## src/rtl/vt_pkg.sv

```systemverilog
// shared constants, codes and types for the vertex transform block
`timescale 1ns / 1ps
`default_nettype none

package vt_pkg;

   // lanes carried by one transaction
   localparam int LANES = 4;

   // data word and full product widths
   localparam int WORD_W = 32;
   localparam int PROD_W = 2 * WORD_W;

   // defaults for the top level parameters
   localparam int DIM_DEFAULT       = 4;
   localparam int FRAC_BITS_DEFAULT = 16;

   // saturation limits
   localparam logic [WORD_W-1:0] WORD_MAX = 32'h7FFF_FFFF;
   localparam logic [WORD_W-1:0] WORD_MIN = 32'h8000_0000;

   // command codes
   typedef enum logic {
      CMD_LOAD      = 1'b0,
      CMD_TRANSFORM = 1'b1
   } command_type;

   // one column write into the matrix store
   typedef struct packed {
      logic                      enable;
      logic [1:0]                column;
      logic [LANES*WORD_W-1:0]   data;
   } col_write_type;

endpackage

`default_nettype wire

```

## src/rtl/vt_matrix_store.sv

```systemverilog
// matrix register file, written one column at a time
`timescale 1ns / 1ps
`default_nettype none

module vt_matrix_store #(
   parameter int DIM = vt_pkg::DIM_DEFAULT
) (
   input  wire logic                  clock,
   input  wire logic                  reset,
   input  wire vt_pkg::col_write_type col_write,
   output logic [((DIM < vt_pkg::LANES) ? DIM : vt_pkg::LANES) *
                 ((DIM < vt_pkg::LANES) ? DIM : vt_pkg::LANES) *
                 vt_pkg::WORD_W - 1:0] matrix
);

   // the matrix holds at most four rows and columns, as DIM is capped at the lane count
   localparam int N_ACT = (DIM < vt_pkg::LANES) ? DIM : vt_pkg::LANES;
   localparam int W     = vt_pkg::WORD_W;

   logic [N_ACT*N_ACT*W-1:0] matrix_ff;
   logic [N_ACT*N_ACT*W-1:0] matrix_in;

   // column write, ignored for columns outside the matrix
   always_comb begin
      matrix_in = matrix_ff;
      if (col_write.enable && (int'(col_write.column) < N_ACT)) begin
         for (int r = 0; r < N_ACT; r++) begin
            for (int c = 0; c < N_ACT; c++) begin
               if (int'(col_write.column) == c) begin
                  matrix_in[(r*N_ACT + c)*W +: W] = col_write.data[r*W +: W];
               end
            end
         end
      end
   end

   always_ff @(posedge clock) begin
      if (reset) begin
         matrix_ff <= '0;
      end else begin
         matrix_ff <= matrix_in;
      end
   end

   assign matrix = matrix_ff;

endmodule

`default_nettype wire

```

## config.mk

```make
export PLATFORM = sky130hd
export DESIGN_NAME = vt_matrix_store
export DESIGN_NICKNAME = d
export VERILOG_FILES = /design/src/rtl/vt_pkg.sv /design/src/rtl/vt_matrix_store.sv
export SDC_FILE = /design/constraint.sdc
export NUM_CORES = 1
export LEC_CHECK = 0
export ABC_AREA = 1
export BUFFER_PORTS_ARGS = -buffer_cell sky130_fd_sc_hd__buf_2
export CAP_MARGIN = 20
export CORE_AREA = 2 2 251 253
export DETAILED_ROUTE_END_ITERATION = 10
export DIE_AREA = 0 0 253 255
export SYNTH_ARGS = -nofsm -noshare
export SYNTH_HDL_FRONTEND = slang
export SYNTH_SLANG_ARGS = --single-unit
```

## constraint.sdc

```tcl
create_clock -name clock -period 1.35 [get_ports clock]
set_clock_uncertainty 0.05 [all_clocks]
set_input_delay 0.0675 -clock clock [delete_from_list [all_inputs] [get_ports clock]]
set_output_delay 0.0675 -clock clock [all_outputs]
set_load 0.02 [all_outputs]
```

Word-level counts from Yosys, hierarchy flattened
Index checks and enable logic that the tools add are counted.
{"block": "totals", "register_bits": 512, "latch_bits": 0, "ram_bits": 0, "romBits": 0, "input_bits": 133, "out_inout_bits": 512, "elab_cells": 12, "mem_count": 0}
{"block": "classes", "add_sub_neg": 0, "mul": 0, "div": 0, "magnitude_cmp": 0, "n_eq_ne": 3, "shift": 0, "n_mux": 0, "bitwise_logic": 0, "n_reduce_logical": 5}
{"operator": "$reduce_and A2 Y1", "count": 4}
{"operator": "$eq A2 B2 Y1 const B", "count": 2}
{"operator": "$eq A2 B1 Y1 const B", "count": 1}
{"operator": "$logic_not A2 Y1", "count": 1}

Logic depth before layout (Yosys ltp)
{"block": "depth", "word_depth": 2, "depth_mapped": 7, "mapped_depth_nobuf": 5}

Least setup slack after synthesis
No wires, ideal clock.
{"block": "synth_timing", "path_type": "input -> register", "from": "in col_write[130] (netlist bit)", "to": "reg matrix_ff[395], in the netlist matrix[395]", "setup_time_ns": 0.115, "arrival_ns": 0.837, "t_required_ns": 1.185, "path_slack_ns": 0.348, "stages": 6, "path_buffers": 3, "path_cell_list": "buf_2 -> buf_2 -> clkbuf_1 -> nand3_1 -> nand2_1 -> nor2_1"}
{"block": "synth_via", "elab_chain_len": 1}
{"element": "from (decl)", "line_no": "vt_matrix_store.sv:10", "source": "input wire vt_pkg::col_write_type col_write,"}
{"element": "$reduce_and A2 Y1 (no line)"}
{"element": "to (signal assigned)", "line_no": "vt_matrix_store.sv:41", "source": "matrix_ff <= matrix_in;"}
{"element": "to (decl)", "line_no": "vt_matrix_store.sv:20", "source": "logic [N_ACT*N_ACT*W-1:0] matrix_ff;"}
No other way between the ends.
A chain may end at the register's enable or synchronous reset.

Final worst setup path
{"block": "layout_timing", "from": "reg matrix_ff[444], in the netlist matrix[444]", "to": "out matrix[444] (netlist bit)"}
{"element": "to (decl)", "line_no": "vt_matrix_store.sv:13", "source": "vt_pkg::WORD_W - 1:0] matrix"}
No word-level cell between the ends.

==> key figures <==
Critical path
  – CP arrival: 1.16 ns
  – Reg2Reg Setup Slack: 0.62 ns
  – Critical path type: reg -> out
  – Delay of the slowest critical-path stage: 0.34 ns
  – Crit path max-delay family: flip-flops
  – CP max FO: 2
  – Crit path cell chain: buf_2
  – CP Capture Type: primary output
  – CP bufs+invs: 1
  – Worst path slowest cell: dfxtp_1
  – CP startpoint kind: flip-flop
  – Req. time, crit path: 1.23 ns
  – Worst Reg-to-Reg Cells: 4
  – RR Startpoint: matrix[452]$_SDFFE_PP0P_
  – Reg-to-Reg End: matrix[452]$_SDFFE_PP0P_

Global routing
  – GR peak layer: met2
  – Met3 Use GR: 0.06173
  – Met2 Track Usage GR: 0.3302
  – All-Layer GR Usage: 0.2004
  – First-pass GRT wire length: 103200 microns
  – Vias in the first global route: 18390
  – Antenna violations before repair: 1
  – Grt ovf: 0
  – GR Util met1: 0.2545
  – Largest net degree at the start of global routing: 69

Yosys
  – Netlist cell types: 10
  – Mux share of post-synthesis cell area: 0
  – Syn avg cell area: 6.444 sq um
  – Main combinational cell family by area after synthesis: simple AND/OR/NAND/NOR gates
  – Syn nets: 3409
  – Post-synthesis simple-gate area fraction: 0.3498
  – Netlist Area Pre-Place: 0.02111 sq mm
  – Synth Area in Compound Gates: 0.03034
  – Synth Register Bits: 512
  – Adder-cell area share of the yosys netlist: 0
  – Post-synthesis sequential area ratio: 0.4855
  – Synth warn: 0
  – Cells after Synth: 3276
  – Post-Synth XOR/XNOR Area: 0

Placed design
  – Post-Place Worst Slack: 0.1077 ns
  – Detailed placement HPWL: 49280 microns
  – Routability cong.: 0.8269
  – Placed cells: 4645
  – Buffers on Ports: 644

Route
  – Routed vias/inst: 4.267
  – Routed len/inst: 14.05 microns
  – DRT Pass-1 Iters: 5
  – Final WL: 68470 microns
  – DRC violations left: 0
  – Drt initial violations: 1182
  – Via Count: 20790
  – Final ANT Viol Nets: 0

Min path
  – Hold path start: col_write[128]
  – Hold path cells: 5
  – Hold/Removal Path Class: in -> reg
  – Hold Path End: matrix[312]$_SDFFE_PP0P_

Clock network
  – CTS root buf: clkbuf_16
  – CTS Buffer Depth: 3
  – Clk sinks: 512
  – Htree depth: 2
  – Post-CTS Setup Bufs: 0
  – CTS Buf Count: 56
  – Clk slew on worst S/H paths: 0.06 ns
  – Clk_lat worst skew: 0.58 ns
  – CTS tree: done

STA
  – Final Max Tran Viols: 0
  – Final setup fails: 0
  – Final Hold Violating Endpoints: 0
  – PnR worst setup slack: 0.06822 ns
  – Fin crit share: 0.9495
  – Minimum clock period: 1.282 ns
  – Fin Hold WS: 0.04701 ns
  – Setup TNS: 0 ns
  – RSZ-0062 raised after global routing: no
  – Measured slew at the worst slew-check pin: 0.3548 ns
  – Max Fclk: 780.2 MHz
  – Rel. slew slack: 0.7635

Pwr
  – Lkg Pwr: 16.77 nW
  – Peak VDD IR: 0.0008047 V
  – Logic pwr share: 0.150
  – Clock share of power: 0.413
  – PD cells: 1283 mW/mm^2
  – Switch Pwr: 10.19 mW
  – Overall power: 37.33 mW
  – Sw Share: 0.2729
  – Int Power: 27.14 mW
  – Seq pwr share: 0.437

Layout
  – Most frequent cells in the layout: nand2_1, nor2_1, buf_2, inv_1, dfxtp_1
  – Max reg flops: 512
  – Layout Cells excl Fill: 4872
  – Nets@finish: 4167
  – ANT cells: 0
  – Synth-to-layout area growth: 37.83%
  – Layout cells sized above 1: 0.2092

Floorplan
  – Horiz. Die Dim: 253 microns
  – Die span in y: 255 microns
  – Ports: 645
  – Row count: 92
  – Starting Density: 0.3396
  – Die area: 0.06452 sq mm
  – Core area: 0.06216 sq mm

Flow run
  – Maxcap violations: 0

Outcome
  – Outcome: finished, final reports clean
worst max path at each step:
| stage | start | to | slack (ns) | cells past startpoint |
|---|---|---|---|---|
| after floorplan | col_write[130] | matrix[395]$_SDFFE_PP0P_ | 0.35 | 6 |
| final | matrix[444]$_SDFFE_PP0P_ | matrix[444] | 0.07 | 1 |
| after global placement | col_write[129] | matrix[58]$_SDFFE_PP0P_ | 0.11 | 8 |
| after detailed placement | col_write[129] | matrix[433]$_SDFFE_PP0P_ | 0.11 | 8 |
| after CTS | matrix[444]$_SDFFE_PP0P_ | matrix[444] | 0.02 | 1 |
| after global routing | matrix[444]$_SDFFE_PP0P_ | matrix[444] | 0.01 | 1 |
synth_stat cells:
library cell	n	area, sq um
a21oi_1	128	640.6
clkbuf_1	41	153.9
buf_2	130	650.6
inv_2	1	3.750
nand2_1	896	3363
inv_1	514	1929
buf_1	26	97.59
dfxtp_1	512	10250
nand3_1	131	655.6
nor2_1	897	3367
logic make-up after synthesis:
kind of cell | after synthesis
AND/OR/NAND/NOR | 1924
flip-flops | 512
AO/OA/AOI/OAI | 128
buffers and inverters | 712
routing by layer:
layer,part of all wire,up-vias
li1,-,11010
met1,0.44,9119
met2,0.46,560
met3,0.081,103
met4,0.023,0
met5,0,-
cell type report:
type | count | area (sq um)
Fill cell | 6366 | 33060
Sequential cell | 512 | 10250
Multi-Input combinational cell | 2052 | 8071
Timing Repair Buffer | 897 | 6008
Inverter | 515 | 1941
Clock buffer | 85 | 1632
Tap cell | 799 | 999.7
Clock inverter | 12 | 195.2
through the flow:
step,util,cell area [sq um]
after floorplan,-,21110
after global placement,0.4178,25970
after detailed placement,0.4178,25970
after CTS,0.4681,29100
after global routing,0.4681,29100
final,0.4681,29100
power groups by stage:
stage | logic [mW] | clock network [mW] | registers, mW
after floorplan | 2.11 | 0 | 17.6
after global placement | 5.30 | 0 | 16.6
after detailed placement | 5.32 | 0 | 16.6
after CTS | 5.64 | 15.8 | 16.3
after global routing | 6.19 | 16.4 | 16.4
final | 5.61 | 15.4 | 16.3
timing repair:
item,4_1_cts,5_1_grt
endpoints found under the hold margin,512,0
hold buffers,130,0
resized for setup,1,0
setup endpoints to repair,1,0
No activity file was read; power rests on OpenSTA's default activity.
