`config.mk`:
```
export PLATFORM = sky130hd
export DESIGN_NAME = vt_accumulate
export DESIGN_NICKNAME = d
export VERILOG_FILES = /design/src/rtl/vt_pkg.sv /design/src/rtl/vt_accumulate.sv
export SDC_FILE = /design/constraint.sdc
export NUM_CORES = 2
export LEC_CHECK = 0
export BUFFER_PORTS_ARGS = -buffer_cell sky130_fd_sc_hd__buf_4
export CAP_MARGIN = 20
export CORE_AREA = 2 2 508 510
export DETAILED_ROUTE_END_ITERATION = 7
export DIE_AREA = 0 0 510 512
export HOLD_SLACK_MARGIN = 0.02
export PLACE_DENSITY = 0.32
export SETUP_SLACK_MARGIN = 0.5
export SYNTH_ARGS = -nofsm -noshare
export SYNTH_HDL_FRONTEND = slang
export SYNTH_SLANG_ARGS = --single-unit
```
`constraint.sdc`:
```
create_clock -name clock -period 9.7 [get_ports clock]
set_input_delay 1.94 -clock clock [delete_from_list [all_inputs] [get_ports clock]]
set_output_delay 1.94 -clock clock [all_outputs]
set_load 0.01 [all_outputs]
```
`src/rtl/vt_pkg.sv`:
```
// shared constants, codes and types for the vertex transform block
`timescale 1ns / 1ps
`default_nettype none

package vt_pkg;

   // lanes carried by one transaction
   localparam int LANES = 4;

   // data word and full product widths
   localparam int WORD_W = 32;
   localparam int PROD_W = 2 * WORD_W;

   // defaults for the top level parameters
   localparam int DIM_DEFAULT       = 4;
   localparam int FRAC_BITS_DEFAULT = 16;

   // saturation limits
   localparam logic [WORD_W-1:0] WORD_MAX = 32'h7FFF_FFFF;
   localparam logic [WORD_W-1:0] WORD_MIN = 32'h8000_0000;

   // command codes
   typedef enum logic {
      CMD_LOAD      = 1'b0,
      CMD_TRANSFORM = 1'b1
   } command_type;

   // one column write into the matrix store
   typedef struct packed {
      logic                      enable;
      logic [1:0]                column;
      logic [LANES*WORD_W-1:0]   data;
   } col_write_type;

endpackage

`default_nettype wire

```
`src/rtl/vt_accumulate.sv`:
```
// stage two: exact sum of the products of each row
`timescale 1ns / 1ps
`default_nettype none

module vt_accumulate #(
   parameter int DIM = vt_pkg::DIM_DEFAULT
) (
   input  wire logic clock,
   input  wire logic reset,
   input  wire logic in_valid,
   output logic      in_ready,
   input  wire logic [((DIM < vt_pkg::LANES) ? DIM : vt_pkg::LANES) *
                      ((DIM < vt_pkg::LANES) ? DIM : vt_pkg::LANES) *
                      vt_pkg::PROD_W - 1:0] products,
   output logic      out_valid,
   input  wire logic out_ready,
   output logic [((DIM < vt_pkg::LANES) ? DIM : vt_pkg::LANES) *
                 (vt_pkg::PROD_W + $clog2((DIM < vt_pkg::LANES) ? DIM : vt_pkg::LANES))
                 - 1:0] sums
);

   localparam int N_ACT = (DIM < vt_pkg::LANES) ? DIM : vt_pkg::LANES;
   localparam int PW    = vt_pkg::PROD_W;
   localparam int SW    = PW + $clog2(N_ACT);
   localparam int GROW  = SW - PW;

   logic                 valid_ff;
   logic                 valid_in;
   logic [N_ACT*SW-1:0]  sum_ff;
   logic [N_ACT*SW-1:0]  sum_in;

   assign in_ready = !valid_ff || out_ready;
   assign valid_in = in_ready ? in_valid : valid_ff;

   // sign-extended add over the columns of each row
   always_comb begin
      logic [PW-1:0] p;
      logic [SW-1:0] acc;
      sum_in = sum_ff;
      for (int r = 0; r < N_ACT; r++) begin
         acc = '0;
         for (int c = 0; c < N_ACT; c++) begin
            p   = products[(r*N_ACT + c)*PW +: PW];
            acc = acc + {{GROW{p[PW-1]}}, p};
         end
         if (in_ready) begin
            sum_in[r*SW +: SW] = acc;
         end
      end
   end

   always_ff @(posedge clock) begin
      if (reset) begin
         valid_ff <= 1'b0;
      end else begin
         valid_ff <= valid_in;
      end
   end

   always_ff @(posedge clock) begin
      sum_ff <= sum_in;
   end

   assign out_valid = valid_ff;
   assign sums      = sum_ff;

endmodule

`default_nettype wire

```
---- After elaboration in Yosys (flattened, before gate mapping) ----
Index checks and enable logic that the tools add are counted.
storage, ports and cells
  flip-flop bits (word level) ............. 265
  word-level logic and storage cells ...... 16
operators by class
  add/subtract/negate cells ............... 12
  reductions and logical operators ........ 2
operators by type and width
  cell              number
  $add 65x64->66    4
  $add 66x66->66    4
  $add 64x64->65    4
  $logic_not 1->1   1
  $logic_or 1x1->1  1

---- Longest topological paths before layout ----
  depth after elaboration ................. 3
  mapped depth ............................ 17
  depth with buffers taken out ............ 17

---- Least setup slack after synthesis ----
OpenSTA, ideal clock, no wires.
  path type ............................... input to output
  start ................................... in out_ready
  end ..................................... out in_ready
  stages on the path ...................... 1
  required time ........................... 7,760 ps
  path buffers ............................ 0
  arrival ................................. 8,343 ps
  setup slack ............................. -583 ps
  path through ............................ nand2b_1
between the ends
  longest elaborated chain between the ends .. 1
ends and longest elaborated chain
  element           line                 source
  start, declared   vt_accumulate.sv:16  input wire logic out_ready,
  $logic_or 1x1->1  vt_accumulate.sv:32  assign in_ready = !valid_ff || out_ready;
  end, declared     vt_accumulate.sv:11  output logic in_ready,
Every way passes these cells.

---- Worst setup path after layout ----
  start ................................... in products[769] in the netlist's numbering
  end ..................................... reg sum_ff[259], in the netlist sums[259] (data pin)
between the ends
  longest elaborated chain between the ends .. 3
ends and longest elaborated chain
  element               line                 source
  start, declared       vt_accumulate.sv:14  vt_pkg::PROD_W - 1:0] products,
  $add 64x64->65        vt_accumulate.sv:44  acc = acc + {{GROW{p[PW-1]}}, p};
  $add 65x64->66        vt_accumulate.sv:44
  $add 66x66->66        vt_accumulate.sv:44
  end signal, assigned  vt_accumulate.sv:61  sum_ff <= sum_in;
  end, declared         vt_accumulate.sv:29  logic [N_ACT*SW-1:0] sum_ff;
Every way passes these cells.
A chain may end at the register's enable or synchronous reset.

==> flow_metrics.env <==
export IMPL_status="finished clean"
export IMPL_grt_max_degree=49
export IMPL_design_core_area_um2=256000
export IMPL_area_delta_synth_final_pct=40.1
export IMPL_fin_crit_ns=6.92
export IMPL_grt_pass1_wl_mm=252
export IMPL_postCtsResizedCells=0
export IMPL_gp_congestion=0.836
export IMPL_p_leak_uw=0.0269
export IMPL_cts_setup_buffers=0
export IMPL_hold_start="out_valid"
export IMPL_multi_input_comb_area_um2=24000
export IMPL_cts_sinks=265
export IMPL_crit_fanout=4
export IMPL_setup_viol_count_final=0
export IMPL_synth_nets=5986
export IMPL_grt_antenna_before_repair=18
export IMPL_nNetsFinal=7252
export IMPL_post_drt_wl_per_cell_um=20.2
export IMPL_area_sequential_um2=7950
export IMPL_grt_ovfl_total=0
export IMPL_synth_edf_count=264
export IMPL_final_hold_viol_count=0
export IMPL_clk_pin_slew_worst_paths_ns=0.06
export IMPL_worstReg2RegStart="out_valid"
export IMPL_worstMarginPinSlew_ns=0.932
export IMPL_r2r_cells=3
export IMPL_ios=1294
export IMPL_vias=32900
export IMPL_rsz0062_at_grt="false"
export IMPL_ys_async_sr_fraction_pct=0
export IMPL_postSynthAreaPerCell_um2=8.96
export IMPL_p_per_area_nw_per_um2=226
export IMPL_yosys_warnings=0
export IMPL_io_buffers=1293
export IMPL_antenna_left=0
export IMPL_track_usage_pct=13.3
export IMPL_whs_path_depth=1
export IMPL_slew_headroom_pct=37.3
export IMPL_max_cap_violations=0
export IMPL_syn_inst=4182
export IMPL_routed_wl_mm=179
export IMPL_drtPass1Iterations=6
export IMPL_vias_per_cell=3.70
export IMPL_synth_yosys_seq_area_share_pct=21.2
export IMPL_die_height_um=512
export IMPL_finalWorstSetupSlack_ns=2.78
export IMPL_synth_seq_cells=265
export IMPL_tritoncts="done"
export IMPL_cp_data_required_time_ns=10.07
export IMPL_place_ws_ns=1.95
export IMPL_fin_tns_setup_ns=0
export IMPL_cp_arrival_ns=7.29
export IMPL_drive_above_1_share_pct=25.4
export IMPL_post_dp_hpwl_mm=161
export IMPL_fin_crit_sh_pct=71.3
export IMPL_clk_latency_ns=0.64
export IMPL_cts_buffers=47
export IMPL_cts_hold_fix_buffers=0
export IMPL_fp_row_count=186
export IMPL_hold_path_end="sums[198]"
export IMPL_netlist_area_um2=37500
export IMPL_max_vdd_ir_drop_v=0.000113
export IMPL_cts_root_buffer="clkbuf_16"
export IMPL_skew_ns=0.0163
export IMPL_dieArea_um2=261000
export IMPL_final_fill_count=28700
export IMPL_grt_pass1_vias=36200
export IMPL_min_path_type="reg -> reg"
export IMPL_r2r_end="sums[53]"
export IMPL_cts_buffer_depth=3
export IMPL_start_util_pct=14.7
export IMPL_die_w_um=510
export IMPL_rrSetupSlack_ns=6.71
export IMPL_ys_flop_type="edfxtp_1"
export IMPL_cts_htree_levels=2
export IMPL_cp_end_kind="register"
export IMPL_critPathKind="in -> reg"
export IMPL_slew_viol_final=0
export IMPL_fmax_ghz=0.145
export IMPL_drt_initial_drc_count=1615
export IMPL_drc=0
export IMPL_ys_types=85
export IMPL_start_kind="input pin"
[logic make-up (layout without fill, tap and decap cells)]
| group | count (synthesis) | count (layout) | share of synthesized area, % |
|---|---|---|---|
| flops | 265 | 265 | 21.2 |
| compound gates | 825 | 825 | 14.2 |
| fa+ha+maj | 776 | 776 | 36.2 |
| other cells | 0 | 7 | 0 |
| xor+xnor | 249 | 249 | 5.82 |
| simple gates | 599 | 599 | 7.72 |
| buf+inv | 1468 | 2768 | 14.8 |
[report_power, final]
group	leakage, µW	switching (µW)	total, µW	internal [µW]
clock network	0.000669	691	1630	936
registers	0.00274	239	2400	2160
logic	0.0235	4700	7840	3140
total	0.0269	5630	11900	6240
[through the flow]
step	cells	hold slack [ns]	power [µW]	utilization, %	cell area [µm²]
final	8873	1.28	11900	20.5	52500
after global routing	8872	1.36	12900	20.5	52500
after CTS	8866	1.35	12200	20.5	52500
after detailed placement	8783	1.33	10400	20.0	51100
after global placement	8782	1.33	10500	20.0	51100
after floorplan	4182	2.01	6700	-	37500
[synthesized netlist by cell type (10+ instances only)]
master | instances | area, µm²
o21ai_0 | 112 | 561
nor2b_1 | 25 | 156
nor3_1 | 36 | 180
clkbuf_1 | 64 | 240
nand2b_1 | 27 | 169
xnor2_1 | 148 | 1300
xor2_1 | 101 | 885
nor2_1 | 122 | 458
ha_1 | 260 | 3250
edfxtp_1 | 264 | 7930
o21a_1 | 22 | 165
o31ai_1 | 12 | 90.1
nand2_1 | 198 | 743
a21o_1 | 133 | 998
and2_1 | 20 | 125
o21ai_1 | 33 | 165
buf_2 | 11 | 55.1
a211oi_1 | 18 | 135
nand4_1 | 59 | 369
nand3_1 | 49 | 245
a221oi_1 | 10 | 87.6
o211ai_1 | 19 | 143
fa_1 | 516 | 10300
a31oi_1 | 28 | 175
and3_1 | 21 | 131
inv_1 | 1385 | 5200
o21bai_1 | 55 | 413
a21oi_1 | 279 | 1400
[worst max-delay path by stage]
stage                   from   endpoint  slack, ns
2_1_floorplan      out_ready   in_ready       2.45
3_3_place_gp   products[769]  sums[257]       2.10
3_5_place_dp   products[769]  sums[259]       1.95
4_1_cts        products[769]  sums[259]       2.66
5_1_grt        products[769]  sums[257]       2.50
6_report       products[769]  sums[259]       2.78
[sequential cells by signal, summed over array words and instances (netlist names)]
| register | cells |
|---|---|
| sums | 264 |
| out_valid | 1 |
[metal layers]
layer  up-vias  routed length (µm)  global-route usage, %
met3       112               15000                   4.47
met4         8                3380                   2.86
met5         -                  57                      0
li1      15600                   -                      -
met2       912               86000                   22.5
met1     16200               74500                   16.3
[placed cells by master, fill, tap and decap left out, types with 112 or more instances in the layout]
cell type,count
xnor2_1,148
a21oi_1,279
o21ai_0,112
edfxtp_1,264
buf_4,1299
inv_1,1385
ha_1,260
nand2_1,198
nor2_1,122
fa_1,516
a21o_1,133
[critical path, cell delays in order]
cell	delay (ns)
buf_4	0.08
inv_1	0.08
fa_1	0.55
inv_1	0.05
fa_1	0.43
ha_1	0.25
fa_1	0.50
a211oi_1	0.49
o21ai_1	0.24
a21oi_1	0.27
o21ai_1	0.15
a31oi_1	0.41
o21ai_1	0.21
o221ai_1	0.38
a21oi_1	0.17
o31ai_1	0.77
o21bai_1	0.15
xor2_1	0.17
[final cells by class]
| cell class | instances | area share, % |
|---|---|---|
| Antenna cell | 7 | 0.0333 |
| Clock buffer | 62 | 2.35 |
| Clock inverter | 21 | 0.288 |
| Inverter | 1385 | 9.89 |
| Multi-Input combinational cell | 2449 | 45.7 |
| Sequential cell | 265 | 15.1 |
| Tap cell | 3384 | 8.06 |
| Timing Repair Buffer | 1300 | 18.6 |
Note: power is estimated with default switching activity, not from simulation.
