`src/rtl/vt_pkg.sv`:
```
// shared constants, codes and types for the vertex transform block
`timescale 1ns / 1ps
`default_nettype none

package vt_pkg;

   // lanes carried by one transaction
   localparam int LANES = 4;

   // data word and full product widths
   localparam int WORD_W = 32;
   localparam int PROD_W = 2 * WORD_W;

   // defaults for the top level parameters
   localparam int DIM_DEFAULT       = 4;
   localparam int FRAC_BITS_DEFAULT = 16;

   // saturation limits
   localparam logic [WORD_W-1:0] WORD_MAX = 32'h7FFF_FFFF;
   localparam logic [WORD_W-1:0] WORD_MIN = 32'h8000_0000;

   // command codes
   typedef enum logic {
      CMD_LOAD      = 1'b0,
      CMD_TRANSFORM = 1'b1
   } command_type;

   // one column write into the matrix store
   typedef struct packed {
      logic                      enable;
      logic [1:0]                column;
      logic [LANES*WORD_W-1:0]   data;
   } col_write_type;

endpackage

`default_nettype wire

```
`src/rtl/vt_rsp_if.sv`:
```
// response channel: four saturated q16.16 lanes and the clip flag
`timescale 1ns / 1ps
`default_nettype none

interface vt_rsp_if;
   logic                        valid;
   logic                        ready;
   logic signed [vt_pkg::WORD_W-1:0] out_x;
   logic signed [vt_pkg::WORD_W-1:0] out_y;
   logic signed [vt_pkg::WORD_W-1:0] out_z;
   logic signed [vt_pkg::WORD_W-1:0] out_w;
   logic                        saturated;

   modport source (
      output valid, out_x, out_y, out_z, out_w, saturated,
      input  ready
   );

   modport sink (
      input  valid, out_x, out_y, out_z, out_w, saturated,
      output ready
   );
endinterface

`default_nettype wire

```
`src/rtl/vt_saturate.sv`:
```
// stage three: fraction shift, saturation and the response register
`timescale 1ns / 1ps
`default_nettype none

module vt_saturate #(
   parameter int DIM       = vt_pkg::DIM_DEFAULT,
   parameter int FRAC_BITS = vt_pkg::FRAC_BITS_DEFAULT
) (
   input  wire logic clock,
   input  wire logic reset,
   input  wire logic in_valid,
   output logic      in_ready,
   input  wire logic [((DIM < vt_pkg::LANES) ? DIM : vt_pkg::LANES) *
                      (vt_pkg::PROD_W + $clog2((DIM < vt_pkg::LANES) ? DIM : vt_pkg::LANES))
                      - 1:0] sums,
   vt_rsp_if.source  rsp
);

   localparam int N_ACT = (DIM < vt_pkg::LANES) ? DIM : vt_pkg::LANES;
   localparam int W     = vt_pkg::WORD_W;
   localparam int SW    = vt_pkg::PROD_W + $clog2(N_ACT);
   localparam int L     = vt_pkg::LANES;

   logic                valid_ff;
   logic                valid_in;
   logic [L*W-1:0]      out_ff;
   logic [L*W-1:0]      out_in;
   logic                clip_ff;
   logic                clip_in;

   assign in_ready = !valid_ff || rsp.ready;
   assign valid_in = in_ready ? in_valid : valid_ff;

   // arithmetic shift, then clip where the upper bits are not all sign
   always_comb begin
      logic signed [SW-1:0] s;
      logic signed [SW-1:0] shifted;
      logic [SW-W:0]        upper;
      logic                 fits;
      logic [L*W-1:0]       lanes;
      logic                 any_clip;
      lanes    = '0;
      any_clip = 1'b0;
      for (int r = 0; r < N_ACT; r++) begin
         s       = $signed(sums[r*SW +: SW]);
         shifted = s >>> FRAC_BITS;
         upper   = shifted[SW-1:W-1];
         fits    = (&upper) || !(|upper);
         if (fits) begin
            lanes[r*W +: W] = shifted[W-1:0];
         end else begin
            lanes[r*W +: W] = s[SW-1] ? vt_pkg::WORD_MIN : vt_pkg::WORD_MAX;
            any_clip        = 1'b1;
         end
      end
      out_in  = in_ready ? lanes : out_ff;
      clip_in = in_ready ? any_clip : clip_ff;
   end

   always_ff @(posedge clock) begin
      if (reset) begin
         valid_ff <= 1'b0;
      end else begin
         valid_ff <= valid_in;
      end
   end

   always_ff @(posedge clock) begin
      out_ff  <= out_in;
      clip_ff <= clip_in;
   end

   // response channel
   assign rsp.valid     = valid_ff;
   assign rsp.out_x     = $signed(out_ff[0*W +: W]);
   assign rsp.out_y     = $signed(out_ff[1*W +: W]);
   assign rsp.out_z     = $signed(out_ff[2*W +: W]);
   assign rsp.out_w     = $signed(out_ff[3*W +: W]);
   assign rsp.saturated = clip_ff;

endmodule

`default_nettype wire

```
`src/flat_wrapper.sv`:
```
// flat-port wrapper written by rule: the top's interface ports become plain ports
module vt_saturate_flat 
#(
   parameter int DIM       = vt_pkg::DIM_DEFAULT,
   parameter int FRAC_BITS = vt_pkg::FRAC_BITS_DEFAULT
)
  (clock, reset, in_valid, in_ready, sums, rsp_valid, rsp_out_x, rsp_out_y, rsp_out_z, rsp_out_w, rsp_saturated, rsp_ready);
  vt_rsp_if rsp_i ();
  input  wire logic clock;
  input  wire logic reset;
  input  wire logic in_valid;
  output logic in_ready;
  input  wire logic [((DIM < vt_pkg::LANES) ? DIM : vt_pkg::LANES) *
                      (vt_pkg::PROD_W + $clog2((DIM < vt_pkg::LANES) ? DIM : vt_pkg::LANES))
                      - 1:0] sums;
  output wire logic [$bits(rsp_i.valid)-1:0] rsp_valid;
  output wire logic [$bits(rsp_i.out_x)-1:0] rsp_out_x;
  output wire logic [$bits(rsp_i.out_y)-1:0] rsp_out_y;
  output wire logic [$bits(rsp_i.out_z)-1:0] rsp_out_z;
  output wire logic [$bits(rsp_i.out_w)-1:0] rsp_out_w;
  output wire logic [$bits(rsp_i.saturated)-1:0] rsp_saturated;
  input wire logic [$bits(rsp_i.ready)-1:0] rsp_ready;
  assign rsp_valid = rsp_i.valid;
  assign rsp_out_x = rsp_i.out_x;
  assign rsp_out_y = rsp_i.out_y;
  assign rsp_out_z = rsp_i.out_z;
  assign rsp_out_w = rsp_i.out_w;
  assign rsp_saturated = rsp_i.saturated;
  assign rsp_i.ready = rsp_ready;
  vt_saturate #(.DIM(DIM), .FRAC_BITS(FRAC_BITS)) u_core (.clock(clock), .reset(reset), .in_valid(in_valid), .in_ready(in_ready), .sums(sums), .rsp(rsp_i));
endmodule
```
`config.mk`:
```
export PLATFORM = sky130hd
export DESIGN_NAME = vt_saturate_flat
export DESIGN_NICKNAME = d
export VERILOG_FILES = /design/src/rtl/vt_pkg.sv /design/src/rtl/vt_rsp_if.sv /design/src/rtl/vt_saturate.sv /design/src/flat_wrapper.sv
export SDC_FILE = /design/constraint.sdc
export NUM_CORES = 1
export LEC_CHECK = 0
export ABC_CLOCK_PERIOD_IN_PS = 6900
export BUFFER_PORTS_ARGS = -buffer_cell sky130_fd_sc_hd__clkbuf_2
export CORE_AREA = 2 2 157 159
export CTS_CLUSTER_SIZE = 30
export DETAILED_ROUTE_END_ITERATION = 10
export DIE_AREA = 0 0 159 161
export PLACE_DENSITY_LB_ADDON = 0.12
export SYNTH_ARGS = -nofsm -noshare
export SYNTH_HDL_FRONTEND = slang
export SYNTH_SLANG_ARGS = --single-unit
```
`constraint.sdc`:
```
create_clock -name clock -period 6.9 [get_ports clock]
set_clock_uncertainty 0.05 [all_clocks]
set_input_delay 1.38 -clock clock [delete_from_list [all_inputs] [get_ports clock]]
set_output_delay 1.38 -clock clock [all_outputs]
set_load 0.01 [all_outputs]
```
# Word level (Yosys, flattened, before mapping)
# Index checks and enable logic that the tools add are counted.
[classes]
muxes = 9
reduce_logical = 19
[op_table]
columns = ["operator", "n"]
rows = [
  ["32-bit two-way mux", 8],
  ["19-bit AND reduction", 4],
  ["19-bit OR reduction", 4],
  ["1-bit logical NOT", 5],
  ["1-bit logical OR", 5],
  ["3-bit AND reduction", 1],
  ["1-bit two-way mux", 1],
]
[word_totals]
register_bits = 130
inputBits = 268
output_inout_bits = 131
word_cells = 31

# Depth between registers and ports, before layout
# Gate-level depths: netlist of run 1.
[depth]
ltp_word = 4
mapped_depth = 6
mapped_depth_nobuf = 5

# Worst setup path before layout of run 1
# Ideal clock, no wire load.
[synth_path]
kind = "input to output"
from = "in rsp_ready"
to = "out in_ready"
arrival_time_ns = 4.581
required_time_ns = 5.470
slack_ns = 0.889
stages = 1
n_path_buf = 0
cell_sequence = "nand2b_1"
[synth_via]
elab_chain_cells = 1
[synth_rtl]
columns = ["item", "line_no", "rtl"]
rows = [
  ["start, declared", "flat_wrapper.sv:22", "input wire logic [$bits(rsp_i.ready)-1:0] rsp_ready;"],
  ["1-bit logical OR", "vt_saturate.sv:31", "assign in_ready = !valid_ff || rsp.ready;"],
  ["end, declared", "flat_wrapper.sv:12", "output logic in_ready;"],
]
# Every way passes these cells.

# Final worst setup path of run 1
# Ends and elaborated chain as after synthesis.

==> impl_metrics.json, run 1 <==
{
  "status": "finished, final reports clean",
  "max_freq_mhz": 254,
  "r2r_slack_ns": 4.47,
  "final_cell_mix": "334 x clkbuf_2, 129 x edfxtp_1, 85 x a21o_2",
  "synth_cells": 346,
  "rows": 57,
  "postLayoutCellArea_sq_um": 8180,
  "min_path_type": "primary input to flip-flop",
  "slew_viol_final": 0,
  "cp-start-kind": "primary input",
  "cts-buffers-inserted": 17,
  "cts_setup_buffers": 0,
  "die_y_um": 161,
  "cts-root-buf": "clkbuf_16",
  "cp_common_cell": "clkbuf_2",
  "diodes": 0,
  "dr.pass1.iters": 4,
  "relSlewSlack_pct": 33.0,
  "track_usage_pct": 12.5,
  "ir_drop_uv": 131,
  "crit_path_end_kind": "output port",
  "finalSetupTns_ns": 0,
  "synth_nets": 614,
  "ios": 399,
  "cp.depth": 3,
  "crit_chain": "clkbuf_2 -> nand2b_4 -> clkbuf_2",
  "drive_gt1_share_pct": 67.6,
  "cp_max_fo": 73,
  "cts_tree": "built",
  "crit_slowest_cell": "nand2b_4",
  "crit_type": "primary input to output port",
  "vias_per_cell": 4.24,
  "ctsResizeCount": 0,
  "cp.buffers_inverters": 2,
  "clk_latency_ns": 0.41,
  "ant_nets": 0,
  "gp_congestion": 0.815,
  "drt-total-wl_um": 16000,
  "ys_types": 20,
  "power_per_cell_area_nw_per_um2": 263,
  "p_leak_nw": 3.94,
  "vias": 4292,
  "num-nets-final": 944,
  "initial_core_util_pct": 23.6,
  "clkTransAtPathRegs_ns": 0.06,
  "syn_avg_cell_area_sq_um": 16.3,
  "fin_ws_ns": 2.96,
  "layout.cells.most_common": "clkbuf_2",
  "overflow": 0,
  "crit_path_max_incr_delay_ns": 0.76,
  "ff2ff_path_depth": 3,
  "yosys_register_bits": 130,
  "grt_max_degree": 74,
  "postCtsHoldBufs": 0,
  "cts.sinks": 130,
  "crit_required_ns": 5.47,
  "die_area_sq_um": 25600,
  "syn_to_final_growth_pct": 45.0,
  "grt_setup_unrepaired": "no",
  "antenna_found_initial": 0,
  "worst_pin_slew_ns": 1.00,
  "coreArea_sq_um": 24000,
  "placed_area_sq_um": 7540,
  "die_w_um": 159,
  "detail_route.iter0.violations": 208,
  "grt_pass1_vias": 4634,
  "yosysWarnings": 0,
  "grt_pass1_wl_um": 25000,
  "netlist_area_sq_um": 5650,
  "port_buffers": 334,
  "dp_hpwl_um": 11600,
  "setup_violations": 0,
  "yosysSeqAreaShare_pct": 69.0,
  "cpLargestDelayFamily": "simple AND/OR/NAND/NOR gates",
  "maxCapViolCount": 0,
  "final_core_utilization_pct": 34.2,
  "dp_slack_ns": 2.90,
  "clockBufferDepth": 2,
  "final_hold_viol_count": 0,
  "arrival_ns": 2.51,
  "period_needed_ns": 3.94,
  "htree_levels": 4,
  "whs_path_depth": 2,
  "route.detailed.drc": 0,
  "wl_per_cell_um": 15.8,
  "post-route-period-util_pct": 57.1
}
[cell usage after synthesis]
cell             n  area [sq um]
a21o_1          39           293
a21o_2          85           744
a21oi_1          1          5.00
a311oi_1         1          8.76
a311oi_2         3          45.0
a31o_2           4          35.0
and3_1           4          25.0
buf_2            3          15.0
buf_4            3          22.5
buf_6           18           203
clkbuf_1         1          3.75
dfxtp_1          1          20.0
dlygate4sd3_1    3          30.0
edfxtp_1       129          3870
inv_1            1          3.75
nand2b_1         1          6.26
nand4_1         21           131
nor2_1           8          30.0
nor4_1          16           100
nor4_2           4          50.1
[cells by family (layout without fill, tap and decap cells)]
family	Yosys count	count (layout)	synth area share, %
AO/OA/AOI/OAI	133	133	20.0
buffers and inverters	29	372	4.92
AND/OR/NAND/NOR	54	54	6.07
flip-flops	130	130	69.0
[final cells by class]
type,instances,area [sq um]
multi-input cells,187,1530
inverters,1,3.75
fillers,2446,15800
clock inverters,14,210
flip-flops and latches,130,3890
clock buffers,18,429
well taps,324,405
repair buffers,339,1710
[flip-flops by register name, summed over array words and instances, names as in the netlist]
name,count
u_core.out_ff,128
u_core.rsp.valid,1
u_core.rsp.saturated,1
[worst reg2reg max path, delay by kind of cell, from the launching register on]
kind                   cells  cell delay, ns
AO/OA/AOI/OAI              1            0.29
AND/OR/NAND/NOR            1            0.75
buffers and inverters      1            0.81
flip-flops                 1            0.36
[worst paths after layout]
kind | to | startpoint
max | in_ready | rsp_ready
min | u_core.rsp.valid | reset
max reg2reg | u_core.rsp.valid | u_core.rsp.valid
min reg2reg | u_core.out_ff[21] | u_core.rsp.valid
[metrics by stage]
stage / std cells / hold slack [ns] / total power, mW
final: 1013 / 1.11 / 2.16
after global routing: 1013 / 1.09 / 2.25
after CTS: 1013 / 1.09 / 2.19
after detailed placement: 981 / 1.36 / 1.18
after global placement: 981 / 1.33 / 1.18
after floorplan: 346 / 1.40 / 1.05
[power breakdown]
part / switching, mW / total (mW) / internal (mW) / leakage [nW]
clock network: 0.355 / 0.996 / 0.641 / 0.310
logic: 0.112 / 0.217 / 0.105 / 2.29
registers: 0.0142 / 0.943 / 0.929 / 1.34
[routing by layer]
| layer | part of all wire, % | up-vias | global-route usage (%) |
|---|---|---|---|
| met1 | 41 | 2030 | 14.2 |
| met2 | 48 | 193 | 21.1 |
| met3 | 8.8 | 16 | 5.24 |
| li1 | - | 2053 | - |
| met5 | 0 | - | 0 |
| met4 | 1.8 | 0 | 4.71 |
(Power assumes the default switching activity.)
==> inputs of run 2 (changes only) <==
ABC_AREA = 1   (was unset)
ABC_CLOCK_PERIOD_IN_PS = 3470   (was 6900)
CORE_AREA = 2 2 156 158   (was 2 2 157 159)
DIE_AREA = 0 0 158 160   (was 0 0 159 161)
clock period = 3.47 ns   (was 6.9 ns; I/O delays follow)
==> run 2 against run 1 <==
Compared with the run above: final area is essentially flat; via count is 11% higher; highest routed layer unchanged; die area is 1.2% lower; synthesized area grew 0.95%.
==> impl_metrics.json, run 2 <==
{
  "port_buffers": 334,
  "ctsResizeCount": 0,
  "period_needed_ns": 1.95,
  "swShare_pct": 23.7,
  "vias_per_cell": 3.95,
  "layout.cells.most_common": "clkbuf_2",
  "cts_tree": "built",
  "p_comb_share_pct": 9.7,
  "drt-total-wl_um": 16600,
  "setup_violations": 0,
  "syn_avg_cell_area_sq_um": 10.5,
  "overflow": 0,
  "crit_required_ns": 2.73,
  "track_usage_pct": 12.9,
  "clkTransAtPathRegs_ns": 0.06,
  "wl_per_cell_um": 13.7,
  "maxCapViolCount": 0,
  "async_reset_ff_share_pct": 0,
  "ys_types": 21,
  "cts-buffers-inserted": 17,
  "yosys_register_bits": 130,
  "p_leak_nw": 3.83,
  "ys_top_cells_by_area": "edfxtp_1 68%, nand2_1 19%, nor2_1 3.6%",
  "arrival_ns": 1.20,
  "synthFlopType": "edfxtp_1",
  "top_register": "u_core.out_ff",
  "num-nets-final": 1141,
  "post-route-period-util_pct": 56.1,
  "cp-start-kind": "primary input",
  "largest_reg_flops": 128,
  "crit_slowest_cell": "clkbuf_2",
  "crit_chain": "clkbuf_2 -> inv_1 -> nand2_8 -> clkbuf_2",
  "fill_cells": 2565,
  "ir_drop_uv": 262,
  "synth_common_cells": "293 x nand2_1, 129 x edfxtp_1, 55 x nor2_1, 15 x buf_6, 8 x nand4_1",
  "placed_area_sq_um": 7580,
  "syn_to_final_growth_pct": 43.6,
  "p_int_mw": 3.16,
  "vias": 4778,
  "synth_cells": 545,
  "grt_max_degree": 116,
  "netlist.area_leader.share_pct": 68.0,
  "crit_path_max_incr_delay_ns": 0.16,
  "coreArea_sq_um": 23800,
  "clockBufferDepth": 2,
  "postLayoutCellArea_sq_um": 8180,
  "cts.sinks": 130,
  "clk_latency_ns": 0.41,
  "min_path_type": "primary input to flip-flop",
  "ant_nets": 0,
  "r2r_slack_ns": 1.92,
  "detail_route.iter0.violations": 206,
  "grt_pass1_vias": 4531,
  "synth_most_common_cell": "nand2_1",
  "netlist_area_sq_um": 5700,
  "htree_levels": 4,
  "yosysWarnings": 0,
  "synth-edff-count": 129,
  "die_area_sq_um": 25300,
  "pwr-share-seq_pct": 45.2,
  "cts-root-buf": "clkbuf_16",
  "crit_type": "primary input to output port",
  "power_frac_clock_pct": 45.1,
  "antenna_found_initial": 0,
  "relSlewSlack_pct": 50.5,
  "max_freq_mhz": 514,
  "cp_max_fo": 17,
  "diodes": 0,
  "die_w_um": 158,
  "initial_core_util_pct": 23.9,
  "worst_pin_slew_ns": 0.740,
  "drive_gt1_share_pct": 42.4,
  "final_cell_mix": "334 x clkbuf_2, 292 x nand2_1, 129 x edfxtp_1",
  "route.detailed.drc": 0,
  "crit_path_end_kind": "output port",
  "yosysSeqAreaShare_pct": 68.3,
  "power_per_cell_area_nw_per_um2": 507,
  "dr.pass1.iters": 6,
  "synth_nets": 813,
  "gp_congestion": 0.722,
  "rows": 57,
  "dp_hpwl_um": 11800,
  "slew_viol_final": 0,
  "final_hold_viol_count": 0,
  "grt_pass1_wl_um": 24700,
  "power.switching_mw": 0.981,
  "cts_setup_buffers": 0,
  "die_y_um": 160,
  "postCtsHoldBufs": 0,
  "status": "finished, final reports clean",
  "finalSetupTns_ns": 0,
  "grt_setup_unrepaired": "no",
  "yosysTopAreaCell": "edfxtp_1",
  "cp_common_cell": "clkbuf_2",
  "ios": 399
}
==> run 2: changes by cell type after synthesis, moves of 6 or more <==
cell,previous run,this run
nand4_1,21,8
nor2_1,8,55
nand2_1,0,293
inv_1,1,7
nor4_1,16,0
a21o_1,39,0
a21o_2,85,0
nand3_1,0,6
or2_1,0,6
==> run 2: kinds of logic (layout without fill, tap and decap cells) <==
logic type	Yosys count	after routing	share of synthesized area (%)
AOI/OAI and AO/OA	1	1	0.0877
buffers and inverters	35	376	4.85
DFF	130	130	68.3
and+or+nand+nor	379	379	26.7
==> run 2: final timing paths <==
check / cells past startpoint / start / to
hold / removal: 2 / reset / u_core.rsp.valid
setup reg to reg: 2 / u_core.rsp.valid / u_core.out_ff[100]
hold reg to reg: 2 / u_core.rsp.valid / u_core.rsp.valid
setup / recovery: 4 / rsp_ready / in_ready
==> run 2: routing by layer <==
layer | global-route usage [%] | routed length (um)
met1 | 14.9 | 6630
met2 | 21.6 | 8130
met3 | 5.43 | 1610
met4 | 4.18 | 195
met5 | 0 | 0
==> run 2: power groups by stage <==
stage	registers, mW	clock network (mW)	logic (mW)
3_3_place_gp	1.90	0	0.415
6_report	1.87	1.87	0.402
5_1_grt	1.88	1.99	0.449
4_1_cts	1.87	1.94	0.414
3_5_place_dp	1.91	0	0.413
2_1_floorplan	1.97	0	0.0976
==> run 2: critical path, delay by kind of cell <==
kind                   cells  cell delay [ns]
buffers and inverters      3             0.36
and+or+nand+nor            1             0.14
==> run 2: final cells by class <==
type                       count  area (sq um)  share of cell area, %
sequential                   130          3890                   47.6
multi-input combinational    380          1550                   18.9
tap                          324           405                   4.95
timing repair buffer         337          1710                   20.9
inverter                       7          26.3                  0.321
clock buffer                  17           425                   5.20
clock inverter                15           180                   2.20
==> run 2: through the flow <==
stage	instances	utilization (%)	hold slack (ns)	power (mW)	setup WS (ns)
3_3_place_gp	1178	31.8	0.610	2.32	1.09
5_1_grt	1210	34.4	0.375	4.33	1.34
3_5_place_dp	1178	31.8	0.612	2.32	1.10
6_report	1210	34.4	0.386	4.15	1.52
2_1_floorplan	545	-	0.713	2.07	0.419
4_1_cts	1210	34.4	0.359	4.23	1.52
==> inputs of run 3 (changes only) <==
ABC_CLOCK_PERIOD_IN_PS = 1850   (was 3470)
CORE_AREA = 2 2 153 155   (was 2 2 156 158)
DIE_AREA = 0 0 155 157   (was 0 0 158 160)
clock period = 1.85 ns   (was 3.47 ns; I/O delays follow)
==> run 3 against run 2 <==
Compared with the run above: die area fell by 3.7%; non-clock buffer count rose by 17; sequential share of layout area fell by 1.2 points; final area rose by 2.5%; critical path depth fell by 2; via count rose by 2.2%; combinational power rose by 99%; sequential power rose by 88%; worst hold slack got worse by 0.33 ns; routed wire length rose by 3.8%; cell count fell by 1.8%; clock-buffer cell count rose by 3.
==> impl_metrics.json, run 3 (synthesis results as in run 2) <==
{
  "crit_required_ns": 1.43,
  "die_area_sq_um": 24300,
  "grt_setup_unrepaired": "no",
  "fin_ws_ns": 0.212,
  "rows": 55,
  "r2r_slack_ns": 0.59,
  "syn_to_final_growth_pct": 47.2,
  "layout.cells.most_common": "clkbuf_2",
  "r2r_start": "u_core.rsp.valid",
  "hold_ws_ns": 0.0604,
  "initial_core_util_pct": 25.3,
  "ant_nets": 0,
  "worst_pin_slew_ns": 0.260,
  "port_buffers": 334,
  "cts-buffers-inserted": 17,
  "cts.sinks": 130,
  "top_register": "u_core.out_ff",
  "vias": 4881,
  "dr.pass1.iters": 4,
  "arrival_ns": 1.22,
  "placedCellCount": 1156,
  "diodes": 0,
  "worstReg2RegEnd": "u_core.out_ff[30]",
  "die_y_um": 157,
  "finalSetupTns_ns": 0,
  "ir_drop_uv": 521,
  "die_w_um": 155,
  "htree_levels": 4,
  "gp_congestion": 0.763,
  "dp_slack_ns": 0.106,
  "min_path_type": "primary input to flip-flop",
  "post-route-period-util_pct": 88.6,
  "ios": 399,
  "clk_latency_ns": 0.40,
  "power_per_cell_area_nw_per_um2": 936,
  "max_freq_mhz": 610,
  "slew_viol_final": 0,
  "cts_tree": "built",
  "setup_violations": 0,
  "wl_per_cell_um": 14.5,
  "status": "finished, final reports clean",
  "cp-start-kind": "flip-flop",
  "num-nets-final": 1158,
  "fill_cells": 2395,
  "overflow": 0,
  "postCtsHoldBufs": 0,
  "relSlewSlack_pct": 82.6,
  "coreArea_sq_um": 22500,
  "maxCapViolCount": 0,
  "dp_hpwl_um": 13000,
  "route.detailed.drc": 0,
  "cts-root-buf": "clkbuf_16",
  "p_leak_nw": 3.96,
  "vias_per_cell": 4.11,
  "grt_pass1_vias": 4775,
  "largest_reg_flops": 128,
  "fin_cells": 1188,
  "whs_endpoint": "u_core.rsp.valid",
  "min-delay-start": "reset",
  "track_usage_pct": 13.9,
  "antenna_found_initial": 0,
  "grt_pass1_wl_um": 25700,
  "final_hold_viol_count": 0,
  "clkTransAtPathRegs_ns": 0.06,
  "crit_path_end_kind": "output port",
  "grt_max_degree": 37,
  "ctsResizeCount": 0,
  "period_needed_ns": 1.64,
  "drive_gt1_share_pct": 43.9,
  "drt-total-wl_um": 17200,
  "cts_setup_buffers": 0,
  "crit_type": "flip-flop to output port",
  "detail_route.iter0.violations": 195,
  "final_cell_mix": "334 x clkbuf_2, 292 x nand2_1, 129 x edfxtp_1",
  "clockBufferDepth": 2,
  "whs_path_depth": 2,
  "ff2ff_path_depth": 2,
  "cp_max_fo": 25
}
-- run 3: cell types whose count changed in the layout (fill, tap and decap cells not counted), sizes merged --
cell	change
buf	+17
inv	-5
clkinv	+2
clkbuf	+3
-- run 3: worst max-delay path: stages (launching register included) --
cell      delay, ns
dfxtp_1        0.43
nand2_8        0.20
clkbuf_2       0.19
-- run 3: stage by stage --
stage	total power [mW]	instance area (sq um)	util, %
finish	7.86	8390	37.3
global route	8.20	8390	37.3
CTS	7.98	8390	37.3
detailed placement	4.39	7770	34.5
global placement	4.39	7770	34.5
floorplan	3.87	5710	-
-- run 3: cell type report --
class | instances | area (sq um) | share of cell area [%]
clock buffers | 20 | 467 | 5.56
clock inverters | 12 | 155 | 1.85
inverters | 7 | 26.3 | 0.313
multi-input cells | 380 | 1550 | 18.4
flip-flops and latches | 130 | 3890 | 46.4
well taps | 285 | 357 | 4.25
repair buffers | 354 | 1950 | 23.2
-- run 3: routing by layer --
layer	up-vias	part of all wire [%]	track usage (%)
met2	214	49	23.0
met1	2177	40	16.4
met5	-	0	0
met3	17	8.9	5.07
met4	0	1.9	5.60
li1	2473	-	-
-- run 3: worst max path at each step --
stage,slack [ns],end,startpoint
finish,0.21,in_ready,u_core.rsp.valid
global route,0.12,in_ready,u_core.rsp.valid
CTS,0.16,in_ready,u_core.rsp.valid
detailed placement,0.11,u_core.out_ff[22],sums[52]
global placement,0.10,u_core.out_ff[22],sums[52]
floorplan,0.07,u_core.out_ff[0],rsp_ready
-- run 3: where the power goes --
group	leakage (nW)	internal, mW	switching, mW
combinational	2.32	0.365	0.433
clock	0.302	2.23	1.31
sequential	1.34	3.46	0.0531
